--- config.mk ---
export PLATFORM = sky130hd
export DESIGN_NAME = slider_trimmed_mean_ema
export DESIGN_NICKNAME = d
export VERILOG_FILES = /design/src/rtl/stme_pkg.sv /design/src/rtl/stme_front.sv /design/src/rtl/stme_div.sv /design/src/rtl/stme_ema.sv /design/src/rtl/slider_trimmed_mean_ema.sv
export SDC_FILE = /design/constraint.sdc
export NUM_CORES = 1
export LEC_CHECK = 0
export BUFFER_PORTS_ARGS = -buffer_cell sky130_fd_sc_hd__buf_4
export CAP_MARGIN = 20
export CORE_MARGIN = 5
export CORE_UTILIZATION = 50
export CTS_CLUSTER_DIAMETER = 150
export CTS_CLUSTER_SIZE = 25
export DETAILED_ROUTE_END_ITERATION = 10
export GPL_TIMING_DRIVEN = 1
export HOLD_SLACK_MARGIN = 0.08
export PLACE_DENSITY = 0.66
export SLEW_MARGIN = 15
export SYNTH_ARGS = -nofsm -noshare
export SYNTH_HDL_FRONTEND = slang
export SYNTH_SLANG_ARGS = --single-unit
--- constraint.sdc ---
create_clock -name clk -period 11.2 [get_ports clk]
set_clock_uncertainty 0.2 [all_clocks]
set_input_delay 1.68 -clock clk [delete_from_list [all_inputs] [get_ports clk]]
set_output_delay 1.68 -clock clk [all_outputs]
set_load 0.02 [all_outputs]
--- src/rtl/stme_pkg.sv ---
// Shared types and constants for the slider trimmed-mean EMA filter.
// Used by every module under rtl; depends on nothing else.
package stme_pkg;

  // Group size of the pitch bend trimmed mean (valid range 1..64).
  localparam int SAMPLES = 8;

  // Field and state widths.
  localparam int CMD_W      = 2;
  localparam int RAW_W      = 12;
  localparam int VAL_W      = 10;
  localparam int FRAC_W     = 8;
  localparam int Q_W        = VAL_W + FRAC_W;
  localparam int ALPHA_W    = 8;
  localparam int SUM_W      = 16;
  localparam int CNT_W      = 7;
  localparam int NUM_W      = SUM_W + FRAC_W;
  localparam int CFG_W      = 2;
  localparam int CFG_DATA_W = 8;

  // Trimmed mean divisor: one minimum and one maximum go away for groups of three or more.
  localparam bit TRIM  = (SAMPLES >= 3);
  localparam int DENOM = TRIM ? SAMPLES - 2 : SAMPLES;

  // Reciprocal of the divisor, rounded up. With a 6-bit headroom over the dividend
  // width, the truncated product equals the exact floor quotient for every dividend.
  localparam int RECIP_SH = NUM_W + 6;
  localparam int RECIP_W  = RECIP_SH + 1;
  localparam longint unsigned RECIP = ((64'd1 << RECIP_SH) + DENOM - 1) / DENOM;

  localparam logic [RAW_W-1:0] RAW_MAX      = '1;
  localparam logic [VAL_W-1:0] VAL_MAX      = '1;
  localparam logic [Q_W-1:0]   FULL_SCALE_Q = {VAL_MAX, FRAC_W'(0)};

  // Configuration register indexes.
  localparam logic [CFG_W-1:0] CFG_ENABLED      = 2'd0;
  localparam logic [CFG_W-1:0] CFG_PITCH_ALPHA  = 2'd1;
  localparam logic [CFG_W-1:0] CFG_SLIDER_ALPHA = 2'd2;

  // Channel codes; CMD_NONE is an unknown channel that yields no result.
  typedef enum logic [CMD_W-1:0] {
    CMD_PITCH = 2'd0,
    CMD_MOD   = 2'd1,
    CMD_VEL   = 2'd2,
    CMD_NONE  = 2'd3
  } cmd_t;

  // One item between pipeline stages. num holds the dividend of the pitch group
  // average, or the Q10.8 sample, or after division the Q10.8 value for the EMA.
  typedef struct packed {
    cmd_t             cmd;
    logic             zero;
    logic [NUM_W-1:0] num;
  } stme_item_t;

endpackage

--- src/rtl/stme_front.sv ---
// Front stage: sample scaling, last good value and pitch bend group accumulation.
// Depends on stme_pkg.
module stme_front (
  input  logic                       clk,
  input  logic                       rst_n,
  input  logic                       a_vld,
  input  stme_pkg::cmd_t             a_cmd,
  input  logic [stme_pkg::RAW_W-1:0] a_raw,
  input  logic                       a_ok,
  input  logic                       enabled,
  output logic                       a_ready,
  output logic                       b_vld,
  output stme_pkg::stme_item_t       b_item,
  input  logic                       b_ready
);
  import stme_pkg::*;

  logic                     b_vld_r;
  stme_item_t               b_item_r;
  stme_item_t               item_nxt;
  logic                     emit_nxt;
  logic                     take;
  logic [VAL_W-1:0]         last_good_r;
  logic [SUM_W-1:0]         group_sum_r;
  logic [VAL_W-1:0]         group_min_r;
  logic [VAL_W-1:0]         group_max_r;
  logic [CNT_W-1:0]         group_count_r;
  logic [RAW_W+VAL_W-1:0]   prod;
  logic [VAL_W-1:0]         q0;
  logic [RAW_W:0]           rem;
  logic [VAL_W-1:0]         scaled;
  logic [VAL_W-1:0]         v;
  logic [SUM_W-1:0]         sum_nxt;
  logic [VAL_W-1:0]         min_nxt;
  logic [VAL_W-1:0]         max_nxt;
  logic [CNT_W-1:0]         cnt_nxt;
  logic                     full;
  logic [SUM_W-1:0]         trim_sum;

  assign a_ready = !b_vld_r || b_ready;
  assign take    = a_vld && a_ready;
  assign b_vld   = b_vld_r;
  assign b_item  = b_item_r;

  // raw*1023/4095: take the quotient by 4096, then one correction step since
  // the remainder against 4095 stays below twice the divisor.
  always_comb begin
    prod   = {a_raw, VAL_W'(0)} - (RAW_W+VAL_W)'(a_raw);
    q0     = prod[RAW_W+VAL_W-1 -: VAL_W];
    rem    = (RAW_W+1)'(prod[RAW_W-1:0]) + (RAW_W+1)'(q0);
    scaled = q0 + VAL_W'(rem >= (RAW_W+1)'(RAW_MAX));
    v      = a_ok ? scaled : last_good_r;
  end

  // Group update and the trimmed sum once the group is full.
  always_comb begin
    sum_nxt  = group_sum_r + SUM_W'(v);
    min_nxt  = (v < group_min_r) ? v : group_min_r;
    max_nxt  = (v > group_max_r) ? v : group_max_r;
    cnt_nxt  = group_count_r + CNT_W'(1);
    full     = (cnt_nxt == CNT_W'(SAMPLES));
    trim_sum = TRIM ? sum_nxt - SUM_W'(min_nxt) - SUM_W'(max_nxt) : sum_nxt;
  end

  // Item handed to the divider stage.
  always_comb begin
    item_nxt.cmd  = a_cmd;
    item_nxt.zero = !enabled;
    item_nxt.num  = '0;
    emit_nxt      = 1'b1;
    if (enabled) begin
      if (a_cmd == CMD_PITCH) begin
        item_nxt.num = {trim_sum, FRAC_W'(0)};
        emit_nxt     = full;
      end else begin
        item_nxt.num = NUM_W'({v, FRAC_W'(0)});
      end
    end
  end

  // Stage register and channel state.
  always_ff @(posedge clk) begin
    if (!rst_n) begin
      b_vld_r       <= 1'b0;
      last_good_r   <= '0;
      group_sum_r   <= '0;
      group_min_r   <= VAL_MAX;
      group_max_r   <= '0;
      group_count_r <= '0;
    end else begin
      if (a_ready) begin
        b_vld_r <= a_vld && emit_nxt;
      end
      if (take && enabled) begin
        last_good_r <= v;
        if (a_cmd == CMD_PITCH) begin
          if (full) begin
            group_sum_r   <= '0;
            group_min_r   <= VAL_MAX;
            group_max_r   <= '0;
            group_count_r <= '0;
          end else begin
            group_sum_r   <= sum_nxt;
            group_min_r   <= min_nxt;
            group_max_r   <= max_nxt;
            group_count_r <= cnt_nxt;
          end
        end
      end
    end
  end

  always_ff @(posedge clk) begin
    if (a_ready) begin
      b_item_r <= item_nxt;
    end
  end

  // The group never holds a full count between items.
  a_count_low: assert property (@(posedge clk) disable iff (!rst_n)
    group_count_r < CNT_W'(SAMPLES))
    else $error("pitch group count reached the group size");

  // An empty group carries the cleared sum, minimum and maximum.
  a_empty_clear: assert property (@(posedge clk) disable iff (!rst_n)
    group_count_r == '0 |->
      group_sum_r == '0 && group_min_r == VAL_MAX && group_max_r == '0)
    else $error("empty pitch group is not cleared");

endmodule

--- src/rtl/stme_div.sv ---
// Divider stage: group sum over the trimmed count by reciprocal multiplication.
// Depends on stme_pkg.
module stme_div (
  input  logic                 clk,
  input  logic                 rst_n,
  input  logic                 b_vld,
  input  stme_pkg::stme_item_t b_item,
  output logic                 b_ready,
  output logic                 c_vld,
  output stme_pkg::stme_item_t c_item,
  input  logic                 c_ready
);
  import stme_pkg::*;

  logic                       c_vld_r;
  stme_item_t                 c_item_r;
  stme_item_t                 item_nxt;
  logic [NUM_W+RECIP_W-1:0]   prod;

  assign b_ready = !c_vld_r || c_ready;
  assign c_vld   = c_vld_r;
  assign c_item  = c_item_r;

  // Exact floor quotient for a pitch group; other channels pass through.
  always_comb begin
    prod     = (NUM_W+RECIP_W)'(b_item.num) * (NUM_W+RECIP_W)'(RECIP);
    item_nxt = b_item;
    if (b_item.cmd == CMD_PITCH) begin
      item_nxt.num = NUM_W'(prod >> RECIP_SH);
    end
  end

  always_ff @(posedge clk) begin
    if (!rst_n) begin
      c_vld_r <= 1'b0;
    end else if (b_ready) begin
      c_vld_r <= b_vld;
    end
  end

  always_ff @(posedge clk) begin
    if (b_ready) begin
      c_item_r <= item_nxt;
    end
  end

endmodule

--- src/rtl/stme_ema.sv ---
// EMA stage: per-channel moving averages and the result register.
// Depends on stme_pkg.
module stme_ema (
  input  logic                         clk,
  input  logic                         rst_n,
  input  logic                         c_vld,
  input  stme_pkg::stme_item_t         c_item,
  output logic                         c_ready,
  input  logic [stme_pkg::ALPHA_W-1:0] pitch_alpha,
  input  logic [stme_pkg::ALPHA_W-1:0] slider_alpha,
  output logic                         out_valid,
  input  logic                         out_stall,
  output logic [stme_pkg::CMD_W-1:0]   out_source,
  output logic [stme_pkg::VAL_W-1:0]   out_smoothed_value
);
  import stme_pkg::*;

  localparam int BLEND_W = Q_W + ALPHA_W + 2;

  logic                   out_valid_r;
  cmd_t                   out_source_r;
  logic [VAL_W-1:0]       out_value_r;
  logic [Q_W-1:0]         pitch_avg_r;
  logic                   pitch_seeded_r;
  logic [Q_W-1:0]         mod_avg_r;
  logic [Q_W-1:0]         vel_avg_r;
  logic                   take;
  logic [Q_W-1:0]         x;
  logic [Q_W-1:0]         st;
  logic [ALPHA_W-1:0]     alpha;
  logic [ALPHA_W:0]       inv_alpha;
  logic [BLEND_W-1:0]     blend;
  logic [Q_W-1:0]         ema_nxt;

  assign c_ready            = !out_valid_r || !out_stall;
  assign take               = c_vld && c_ready;
  assign out_valid          = out_valid_r;
  assign out_source         = out_source_r;
  assign out_smoothed_value = out_value_r;

  // Select the channel's state and weight, then blend in the new value.
  always_comb begin
    x = (c_item.num > NUM_W'(FULL_SCALE_Q)) ? FULL_SCALE_Q : c_item.num[Q_W-1:0];
    case (c_item.cmd)
      CMD_PITCH: begin
        st    = pitch_avg_r;
        alpha = pitch_alpha;
      end
      CMD_MOD: begin
        st    = mod_avg_r;
        alpha = slider_alpha;
      end
      default: begin
        st    = vel_avg_r;
        alpha = slider_alpha;
      end
    endcase
    inv_alpha = (ALPHA_W+1)'(1 << ALPHA_W) - (ALPHA_W+1)'(alpha);
    blend     = BLEND_W'(st) * BLEND_W'(inv_alpha) + BLEND_W'(x) * BLEND_W'(alpha);
    ema_nxt   = blend[ALPHA_W +: Q_W];
    // The first pitch average seeds its EMA directly.
    if (c_item.cmd == CMD_PITCH && !pitch_seeded_r) begin
      ema_nxt = x;
    end
  end

  // Result register and channel state.
  always_ff @(posedge clk) begin
    if (!rst_n) begin
      out_valid_r    <= 1'b0;
      pitch_avg_r    <= '0;
      pitch_seeded_r <= 1'b0;
      mod_avg_r      <= '0;
      vel_avg_r      <= '0;
    end else begin
      if (c_ready) begin
        out_valid_r <= c_vld;
      end
      if (take && !c_item.zero) begin
        case (c_item.cmd)
          CMD_PITCH: begin
            pitch_avg_r    <= ema_nxt;
            pitch_seeded_r <= 1'b1;
          end
          CMD_MOD: begin
            mod_avg_r <= ema_nxt;
          end
          CMD_VEL: begin
            vel_avg_r <= ema_nxt;
          end
          default: begin
          end
        endcase
      end
    end
  end

  always_ff @(posedge clk) begin
    if (c_ready) begin
      out_source_r <= c_item.cmd;
      out_value_r  <= c_item.zero ? '0 : ema_nxt[Q_W-1 -: VAL_W];
    end
  end

  // Unknown channels are dropped before they reach the result register.
  a_no_unknown: assert property (@(posedge clk) disable iff (!rst_n)
    out_valid_r |-> out_source_r != CMD_NONE)
    else $error("result carries the unknown channel code");

  // The pitch EMA stays at its reset value until the first group seeds it.
  a_unseeded: assert property (@(posedge clk) disable iff (!rst_n)
    !pitch_seeded_r |-> pitch_avg_r == '0)
    else $error("pitch average changed before seeding");

endmodule

--- src/rtl/slider_trimmed_mean_ema.sv ---
// Slider sample conditioner: converter samples in, smoothed slider values out.
// Channels: in_* carries one sample (channel, 12-bit reading, read status) per item;
// out_* carries one smoothed 10-bit value with its channel. Both use valid/stall:
// an item moves on a rising edge with valid high and stall low.
// cfg_we/cfg_index/cfg_wdata write enabled, pitch_alpha and slider_alpha; the user
// writes them only while idle, which the block does not enforce. Pipeline: input
// register, scaling and group stage, reciprocal divider, EMA stage with the result
// register. Throughput is one item per cycle while out_stall is low; each stage
// holds at most one item. While enabled, pitch bend items give one result per full
// group; unknown channels give none. While the receiver stalls, the result register
// holds and the stages behind it keep filling until all are occupied, after which
// in_stall rises. Reset clears all averages, the pitch group and the last good
// value, disables the block and loads the default weights.
// Depends on stme_pkg, stme_front, stme_div and stme_ema.
module slider_trimmed_mean_ema (
  input  logic                            clk,
  input  logic                            rst_n,
  input  logic                            in_valid,
  output logic                            in_stall,
  input  logic [stme_pkg::CMD_W-1:0]      in_command,
  input  logic [stme_pkg::RAW_W-1:0]      in_raw_sample,
  input  logic                            in_read_ok,
  output logic                            out_valid,
  input  logic                            out_stall,
  output logic [stme_pkg::CMD_W-1:0]      out_source,
  output logic [stme_pkg::VAL_W-1:0]      out_smoothed_value,
  input  logic                            cfg_we,
  input  logic [stme_pkg::CFG_W-1:0]      cfg_index,
  input  logic [stme_pkg::CFG_DATA_W-1:0] cfg_wdata
);
  import stme_pkg::*;

  logic               enabled_r;
  logic [ALPHA_W-1:0] pitch_alpha_r;
  logic [ALPHA_W-1:0] slider_alpha_r;
  logic               a_vld_r;
  cmd_t               a_cmd_r;
  logic [RAW_W-1:0]   a_raw_r;
  logic               a_ok_r;
  logic               a_ready;
  logic               b_vld;
  stme_item_t         b_item;
  logic               b_ready;
  logic               c_vld;
  stme_item_t         c_item;
  logic               c_ready;

  assign in_stall = a_vld_r && !a_ready;

  // Configuration registers.
  always_ff @(posedge clk) begin
    if (!rst_n) begin
      enabled_r      <= 1'b0;
      pitch_alpha_r  <= ALPHA_W'(31);
      slider_alpha_r <= ALPHA_W'(26);
    end else if (cfg_we) begin
      case (cfg_index)
        CFG_ENABLED:      enabled_r      <= cfg_wdata[0];
        CFG_PITCH_ALPHA:  pitch_alpha_r  <= cfg_wdata[ALPHA_W-1:0];
        CFG_SLIDER_ALPHA: slider_alpha_r <= cfg_wdata[ALPHA_W-1:0];
        default: begin
        end
      endcase
    end
  end

  // Input register; items for the unknown channel are dropped here.
  always_ff @(posedge clk) begin
    if (!rst_n) begin
      a_vld_r <= 1'b0;
    end else if (!in_stall) begin
      a_vld_r <= in_valid && (cmd_t'(in_command) != CMD_NONE);
    end
  end

  always_ff @(posedge clk) begin
    if (!in_stall && in_valid) begin
      a_cmd_r <= cmd_t'(in_command);
      a_raw_r <= in_raw_sample;
      a_ok_r  <= in_read_ok;
    end
  end

  stme_front u_front (
    .clk     (clk),
    .rst_n   (rst_n),
    .a_vld   (a_vld_r),
    .a_cmd   (a_cmd_r),
    .a_raw   (a_raw_r),
    .a_ok    (a_ok_r),
    .enabled (enabled_r),
    .a_ready (a_ready),
    .b_vld   (b_vld),
    .b_item  (b_item),
    .b_ready (b_ready)
  );

  stme_div u_div (
    .clk     (clk),
    .rst_n   (rst_n),
    .b_vld   (b_vld),
    .b_item  (b_item),
    .b_ready (b_ready),
    .c_vld   (c_vld),
    .c_item  (c_item),
    .c_ready (c_ready)
  );

  stme_ema u_ema (
    .clk                (clk),
    .rst_n              (rst_n),
    .c_vld              (c_vld),
    .c_item             (c_item),
    .c_ready            (c_ready),
    .pitch_alpha        (pitch_alpha_r),
    .slider_alpha       (slider_alpha_r),
    .out_valid          (out_valid),
    .out_stall          (out_stall),
    .out_source         (out_source),
    .out_smoothed_value (out_smoothed_value)
  );

endmodule
# Yosys cells after proc, flatten, opt, wreduce, memory -nomap -nowiden
# Cells that the tools add are included.
# W data, S select, Z words.
# classes
addsub,9
mul,3
div,0
magnitude_cmp,4
n_eq_ne,6
shifts,0
muxes,15
bitwise_logic,0
n_reduce_logical,33
# op_table
op,count
$mux W18,3
$mul A24 B28 Y52 const B,1
$mux W10,5
$pmux W18 S2,1
$sub A16 B10 Y16,2
$add A26 B26 Y26,1
$mul A18 B8 Y26,1
$mul A18 B9 Y26,1
$gt A24 B18 Y1 const B,1
$mux W22,1
$sub A22 B12 Y22,1
$add A16 B10 Y16,1
$mux W16,1
$reduce_and A2 Y1,8
$add A12 B10 Y13,1
$ge A13 B12 Y1 const B,1
$add A10 B1 Y10,1
$gt A10 B10 Y1,1
$lt A10 B10 Y1,1
$logic_and A1 B1 Y1,9
$logic_not A1 Y1,9
$sub A9 B8 Y9 const A,1
$logic_not A2 Y1,4
$mux W8,1
8 further kinds,13
# totals
regBits,210
latchBits,0
ramBits,0
rom_bits,0
input_bits,30
output_inout_bits,14
word_cells,99
memories,0

# Depth between registers and ports, before layout
# Gate-level depths: netlist of the first run.
# depth
depth_word,10
ltp_mapped,45
mapped_depth_nobuf,43

# Hierarchy
# A second synthesis of the first run with hierarchy kept.
# hier_totals
hier_cells,3306
area_unflattened_um2,29751.0
# modules_own_cells
mod,instances,cells_per_inst,area_per_inst_um2,seq_area_each_um2
stme_ema,1,1533,12926.1,1481.4
stme_div,1,924,9283.9,830.8
stme_front,1,759,6336.1,1651.6
slider_trimmed_mean_ema,1,90,1204.9,810.8

# Worst setup path before layout of the first run
# Ideal clock, no wire load.
# synth_path
path_type,register to register
start,register a_raw_r[5]
end,"register u_front.b_item_r (netlist bit u_front.b_item[22]), data pin"
arrival_ns,9.193
t_required_ns,10.737
path_slack_ns,1.544
path_stages_with_launch,42
n_path_buf,3
synth_period_minus_slack_ns,9.656
cell_sequence,edfxtp_1 -> buf_6 -> or4_4 -> buf_6 -> nand2b_4 -> or3_1 -> or3_2 -> xnor2_1 -> ha_1 -> xnor2_1 -> nor4b_1 -> o21ai_0 -> or4_1 -> nor4_1 -> nand4_1 -> o31ai_1 -> ha_1 -> o221ai_2 -> [... 6 more ...] -> nor2_1 -> o21ai_0 -> nand2_1 -> a31oi_1 -> a31oi_1 -> buf_1 -> mux2i_1 -> fa_1 -> fa_1 -> a21oi_1 -> o211ai_1 -> o41ai_1 -> nor2b_1 -> o21a_1 -> o21a_1 -> nor4_1 -> a21o_1 -> a21oi_1
# synth_via
elab_chain_len,9
word_cells_on_any_way,12
cone_classes,6 x add/sub; 3 x order compare; 3 x mux
# synth_lines
element,line,rtl
start: declaration,slider_trimmed_mean_ema.sv:38,logic [RAW_W-1:0] a_raw_r;
start signal: assignment,slider_trimmed_mean_ema.sv:79,a_raw_r <= in_raw_sample;
$sub A22 B12 Y22 *,stme_front.sv:48,"prod = {a_raw, VAL_W'(0)} - (RAW_W+VAL_W)'(a_raw);"
$add A12 B10 Y13,stme_front.sv:50,rem = (RAW_W+1)'(prod[RAW_W-1:0]) + (RAW_W+1)'(q0);
$ge A13 B12 Y1,stme_front.sv:51,scaled = q0 + VAL_W'(rem >= (RAW_W+1)'(RAW_MAX));
$add A10 B1 Y10 *,stme_front.sv:51,
$mux W10 *,stme_front.sv:52,v = a_ok ? scaled : last_good_r;
net u_front.v[9],stme_front.sv:32,logic [VAL_W-1:0] v;
"parallel branches: the longest is 3 deep, another holds $add A16 B10 Y16",--,
$sub A16 B10 Y16 *,stme_front.sv:62,trim_sum = TRIM ? sum_nxt - SUM_W'(min_nxt) - SUM_W'(max_nxt) : sum_nxt;
end signal: assignment,stme_front.sv:115,b_item_r <= item_nxt;
end: declaration,stme_front.sv:19,stme_item_t b_item_r;
# Mark *: on every way through the listed nets, which the timed path passes.
# A chain may end at the register's enable or synchronous reset.

# Worst setup path in the final report of the first run
# layout_path
start,register a_raw_r[1]
end,"register u_front.b_item_r (netlist bit u_front.b_item[23]), data pin"
# The elaborated chain is that of the path after synthesis.

==> results of run 1 <==
-- final timing paths --
check	end	cells past startpoint	slack (ns)
worst min register to register	u_div.c_item[24]	0	0.25
worst max register to register	u_front.b_item[23]	38	0.75
worst max-delay path	u_front.b_item[23]	38	0.75
worst min-delay path	u_div.c_item[24]	0	0.25
-- layout by cell type (no fill, tap or decap), drive strengths merged, types with 73 or more instances in the layout --
master / synthesis / final
a21oi: 104 / 104
edfxtp: 73 / 73
ha: 290 / 290
buf: 22 / 74
inv: 433 / 433
nand2: 343 / 343
dfxtp: 129 / 129
fa: 346 / 346
nor2: 236 / 236
o21ai: 116 / 116
-- worst max-delay path, delay by kind of cell, from the launching register on --
kind,cells,cell delay [ns]
DFF,1,0.45
adders and majority gates,6,2.24
buffers and inverters,1,0.25
xor gates and xnor gates,2,0.60
and+or+nand+nor,14,3.09
muxes,2,0.51
AOI/OAI and AO/OA,13,2.88
-- metal layers --
metal,vias up,routed length (um),GRT usage (%)
li1,8939,-,-
met1,9291,29000,33.3
met2,452,29400,38.8
met3,96,3290,2.89
met4,0,1600,5.62
met5,-,0,0
-- cell type report --
cell class / count / area, sq um / area share, %
Sequential cell: 202 / 4770 / 18.0
Multi-Input combinational cell: 2012 / 18300 / 69.2
Clock inverter: 1 / 30.0 / 0.113
Tap cell: 672 / 841 / 3.17
Timing Repair Buffer: 74 / 556 / 2.09
Inverter: 433 / 1630 / 6.13
Clock buffer: 19 / 348 / 1.31
-- logic make-up (layout without fill, tap and decap cells) --
group	after synthesis	after routing	synth area share, %
simple gates	790	790	13.8
fa+ha+maj	636	636	42.1
buf+inv	529	527	8.00
compound gates	407	407	10.3
flops	202	202	19.0
xor+xnor	102	102	3.56
mux	77	77	3.19
-- state kept, by name, indices dropped and copies added (netlist names), 2 cells and up --
| register | cells |
|---|---|
| u_ema.out_source | 2 |
| u_ema.pitch_avg_r | 18 |
| u_ema.out_smoothed_value | 10 |
| slider_alpha_r | 8 |
| u_front.group_sum_r | 16 |
| a_cmd_r | 2 |
| u_div.c_item | 27 |
| u_front.group_max_r | 10 |
| u_ema.vel_avg_r | 18 |
| u_ema.mod_avg_r | 18 |
| u_front.group_min_r | 10 |
| u_front.b_item | 19 |
| a_raw_r | 12 |
| u_front.last_good_r | 10 |
| u_front.group_count_r | 7 |
| pitch_alpha_r | 8 |
-- cell usage after synthesis (all sizes together) (20+ instances only) --
library cell	number	area, sq um
xor2	46	403
nand3	41	205
fa	346	6930
nand2b	20	133
xnor2	56	490
mux2	21	240
nand2	343	1290
inv	433	1630
dfxtp	129	2580
edfxtp	73	2190
nor2	236	893
clkbuf	74	278
o21ai	116	581
a21oi	104	521
nor3	35	180
ha	290	3630
mux2i	56	561
buf	22	103
and2	40	250
a211oi	22	165
a21o	25	188
-- power by group --
group          leakage, nW  switching [mW]  total (mW)  internal, mW
clock                0.179           0.251       0.473         0.222
sequential            1.88          0.0222       0.798         0.776
combinational         11.1           0.569       0.929         0.360
-- timing repair --
item / CTS / global route
endpoints found under the hold margin: 0 / 0
gates resized for setup: 0 / 2
setup endpoints to repair: 0 / 3
==> run metrics, run 1 <==
status=complete, no violations; TritonCTS clock tree=done; Hold Crit Class=reg -> reg; number of DRC markers in iteration 0=about 1,100; num ports=44; clk_lat worst skew=~0.48 ns; final worst slack=0.748 ns; number of max-slew violations in the final report=0; Worst Tran Pin Value=1.10 ns; WL/cell=18.5 um; Worst Path Arrival=around 10 ns; crit end category=flop; Worst path most repeated cell=ha_1; Clock transition at path regs=0.11 ns; Post-synth top flop=dfxtp_1; r2r startpoint=a_raw_r[1]; row cnt=82; GRT overflow=0; die area=54,700 sq um; Worst Hold Slack=about 0.25 ns; Setup TNS=0 ns; first-pass detailed-route iteration total=5; Worst path slowest cell=o41ai_2; Synth Area per Inst=just over 9 sq um; postcts setup bufs=0; clock tree buffer depth=3; dpl cells=3,393; Hold Vio Cnt, Final=0; fillcell total=4,633; Cell Area, Placed=approximately 26,000 sq um; gpl congestion=a little over 0.9; largest net degree at the start of global routing=68; library cells used by synthesis=78; final setup violating endpoints=0; worst hold start=u_front.b_item[24]; crit path max fanout=12; DR DRC count=0; core area=49,900 sq um; total number of vias=18,800; CTS Buf Count=12; via density per instance=about 5.5; final core occ=53.2%; Post-layout nets=3,401; Synth-to-Final Area Change=5.75%; chip width=234 um; initial core utilization=around half; Peak Freq=95.7 MHz; Crit path required time=approximately 11 ns; PwrDens=82.9 nW/um^2; number of H-tree levels=1; start point of the critical path=a_raw_r[1]; Post-synth ARST share=0%; Final min period=10.45 ns; Leak=13.2 nW; clk root buf=clkbuf_16; final WL=63.3 mm; CTS Sinks=202; VDD IR max=0.136 mV; Antenna Nets Post-Route=0; number of synthesized flops with an enable pin=73; layout cells sized above 1=5.07%; pre-CTS setup slack=0.685 ns; Finished Cell Area=26,500 sq um; CP peak stage delay=between 0.6 and 0.7 ns; Finished Layout Cells=3,413; sequential area share after synthesis=19.0%; register bit count reported by yosys=202; period utilisation layout=93.3%; cts hold-fix bufs=0; Die H=234 um; Slew headroom=26.4%; antenna violations before repair=0; GRT Resource Usage Total=23.5%; Detailed Place HPWL=around 52 mm; number of global-route vias before repair=around 20,000; synth warn=0; Syn Std Cell Area=25,100 sq um; Max Cap Viol=0; WS Path Type=reg -> reg; Buffers on Ports=43; first-pass GRT wire length=roughly 100 mm; ANT cells=0; RSZ-0062 raised after global routing=no; cells after synthesis=2,743; Worst Setup Start Kind=flop; syn_nets=3,409; total power=2.20 mW
Power figures use the tool's default switching activity.
==> run 2: changes to the inputs <==
Settings changed: CORE_MARGIN 5 to default.
==> run 2 against run 1 <==
Setup slack worse by 0.14 ns. Wire length decreased by 0.34%. Fmax shrank 1.3%. Sequential share of layout area about the same. Final cell count is 0.35% lower. Design area down 0.13%. Non-clock buffer count decreased by 4. Sequential power about the same. Critical path type unchanged.
==> run metrics, run 2 (synthesis results as in run 1) <==
period utilisation layout=a little over nine tenths; via density per instance=5.62; crit end category=flop; PwrDens=about 84 nW/um^2; number of H-tree levels=1; number of global-route vias before repair=19,900; Peak Freq=94.4 MHz; CTS Sinks=202; gpl congestion=0.904; Max Cap Viol=0; r2r startpoint=a_raw_r[1]; final core occ=53.8%; initial core utilization=50.9%; Crit path required time=11.26 ns; first-pass GRT wire length=103 mm; Slew headroom=19.2%; WL/cell=approximately 19 um; VDD IR max=0.105 mV; Cell Area, Placed=between 20,000 and 30,000 sq um; number of max-slew violations in the final report=0; chip width=226 um; start point of the critical path=a_raw_r[1]; CP peak stage delay=0.66 ns; final WL=63.1 mm; RSZ-0062 raised after global routing=no; num ports=44; number of DRC markers in iteration 0=between 1,000 and 1,500; CTS Buf Count=12; clock tree buffer depth=3; Antenna Nets Post-Route=0; largest net degree at the start of global routing=68; GRT overflow=0; antenna violations before repair=0; die area=roughly 50,000 sq um; Leak=13.2 nW; crit path max fanout=22; Largest register FFs=27; core area=49,300 sq um; Worst Hold Slack=0.245 ns; Hold Crit Class=reg -> reg; Worst Path Arrival=10.65 ns; most frequent cells in the layout=inv_1, fa_1, nand2_1, ha_1, nor2_1; DR DRC count=0; first-pass detailed-route iteration total=7; Hold Vio Cnt, Final=0; Clock transition at path regs=0.11 ns; clk_lat worst skew=0.51 ns; Final min period=10.59 ns; Setup TNS=0 ns; Worst path slowest cell=o41ai_2; Die H=226 um; total number of vias=approximately 19,000; layout cells sized above 1=roughly 5.0%; ANT cells=0; row cnt=just over 80; TritonCTS clock tree=done; Detailed Place HPWL=roughly 51 mm; clk root buf=clkbuf_16; Post-layout nets=3,397; Buffers on Ports=43; WS Path Type=reg -> reg; status=complete, no violations; worst reg-to-reg setup slack=0.61 ns; Worst Tran Pin Value=1.20 ns; cts hold-fix bufs=0; GRT Resource Usage Total=25.7%; most common cell after layout, fill and taps aside=inv_1; final setup violating endpoints=0; worst hold start=u_front.b_item[24]; Worst Setup Start Kind=flop; Finished Cell Area=26,500 sq um; Synth-to-Final Area Change=5.62%
[run 2: cell types whose count changed in the layout (fill, tap and decap cells not counted), sizes merged]
cell,change
clkinv,-1
inv,+2
buf,-4
clkbuf,-1
[run 2: layout make-up]
class / instances / area [sq um]
clock buffer: 18 / 344
timing repair buffer: 70 / 533
tap: 664 / 831
clock inverter: 2 / 27.5
multi-input combinational: 2012 / 18300
fill: 4556 / 22800
inverter: 433 / 1630
sequential: 202 / 4770
[run 2: worst max-delay path: cells and delay by family, from the launching register on]
| family | cells | cell delay, ns |
|---|---|---|
| simple gates | 9 | 2.15 |
| xor+xnor | 1 | 0.09 |
| mux | 1 | 0.38 |
| compound gates | 17 | 3.92 |
| flops | 1 | 0.46 |
| fa+ha+maj | 8 | 3.03 |
| buf+inv | 1 | 0.08 |
[run 2: path summary, 6_finish.rpt]
path | endpoint | cells after the start
worst max-delay path | u_front.b_item[22] | 37
worst min-delay path | u_div.c_item[24] | 0
worst min register to register | u_div.c_item[24] | 0
worst max register to register | u_front.b_item[22] | 37
[run 2: stage by stage]
step | setup slack (ns) | total power, mW | instances
floorplan | 1.54 | 1.49 | 2743
global route | 0.0119 | 2.37 | 3401
global placement | 0.684 | 1.70 | 3378
CTS | 0.445 | 2.23 | 3398
finish | 0.611 | 2.22 | 3401
detailed placement | 0.519 | 1.73 | 3378
[run 2: report_power, final]
group,switching [mW],internal (mW),leakage (nW)
Clock,0.275,0.222,0.179
Sequential,0.0208,0.776,1.88
Combinational,0.560,0.361,11.1
Total,0.856,1.36,13.2
[run 2: layer usage]
| layer | track usage (%) | routed length [um] | share of wire [%] | up-vias |
|---|---|---|---|---|
| li1 | - | - | - | 8932 |
| met1 | 32.5 | 26700 | 42 | 9632 |
| met2 | 46.1 | 32000 | 51 | 448 |
| met3 | 2.13 | 2250 | 3.6 | 102 |
| met4 | 8.69 | 2080 | 3.3 | 0 |
| met5 | 0 | 0 | 0 | - |
[run 2: what timing repair did]
action / in CTS / in global routing
gates resized for setup: 0 / 2
setup endpoints to repair: 0 / 4
buffers inserted: 0 / 0
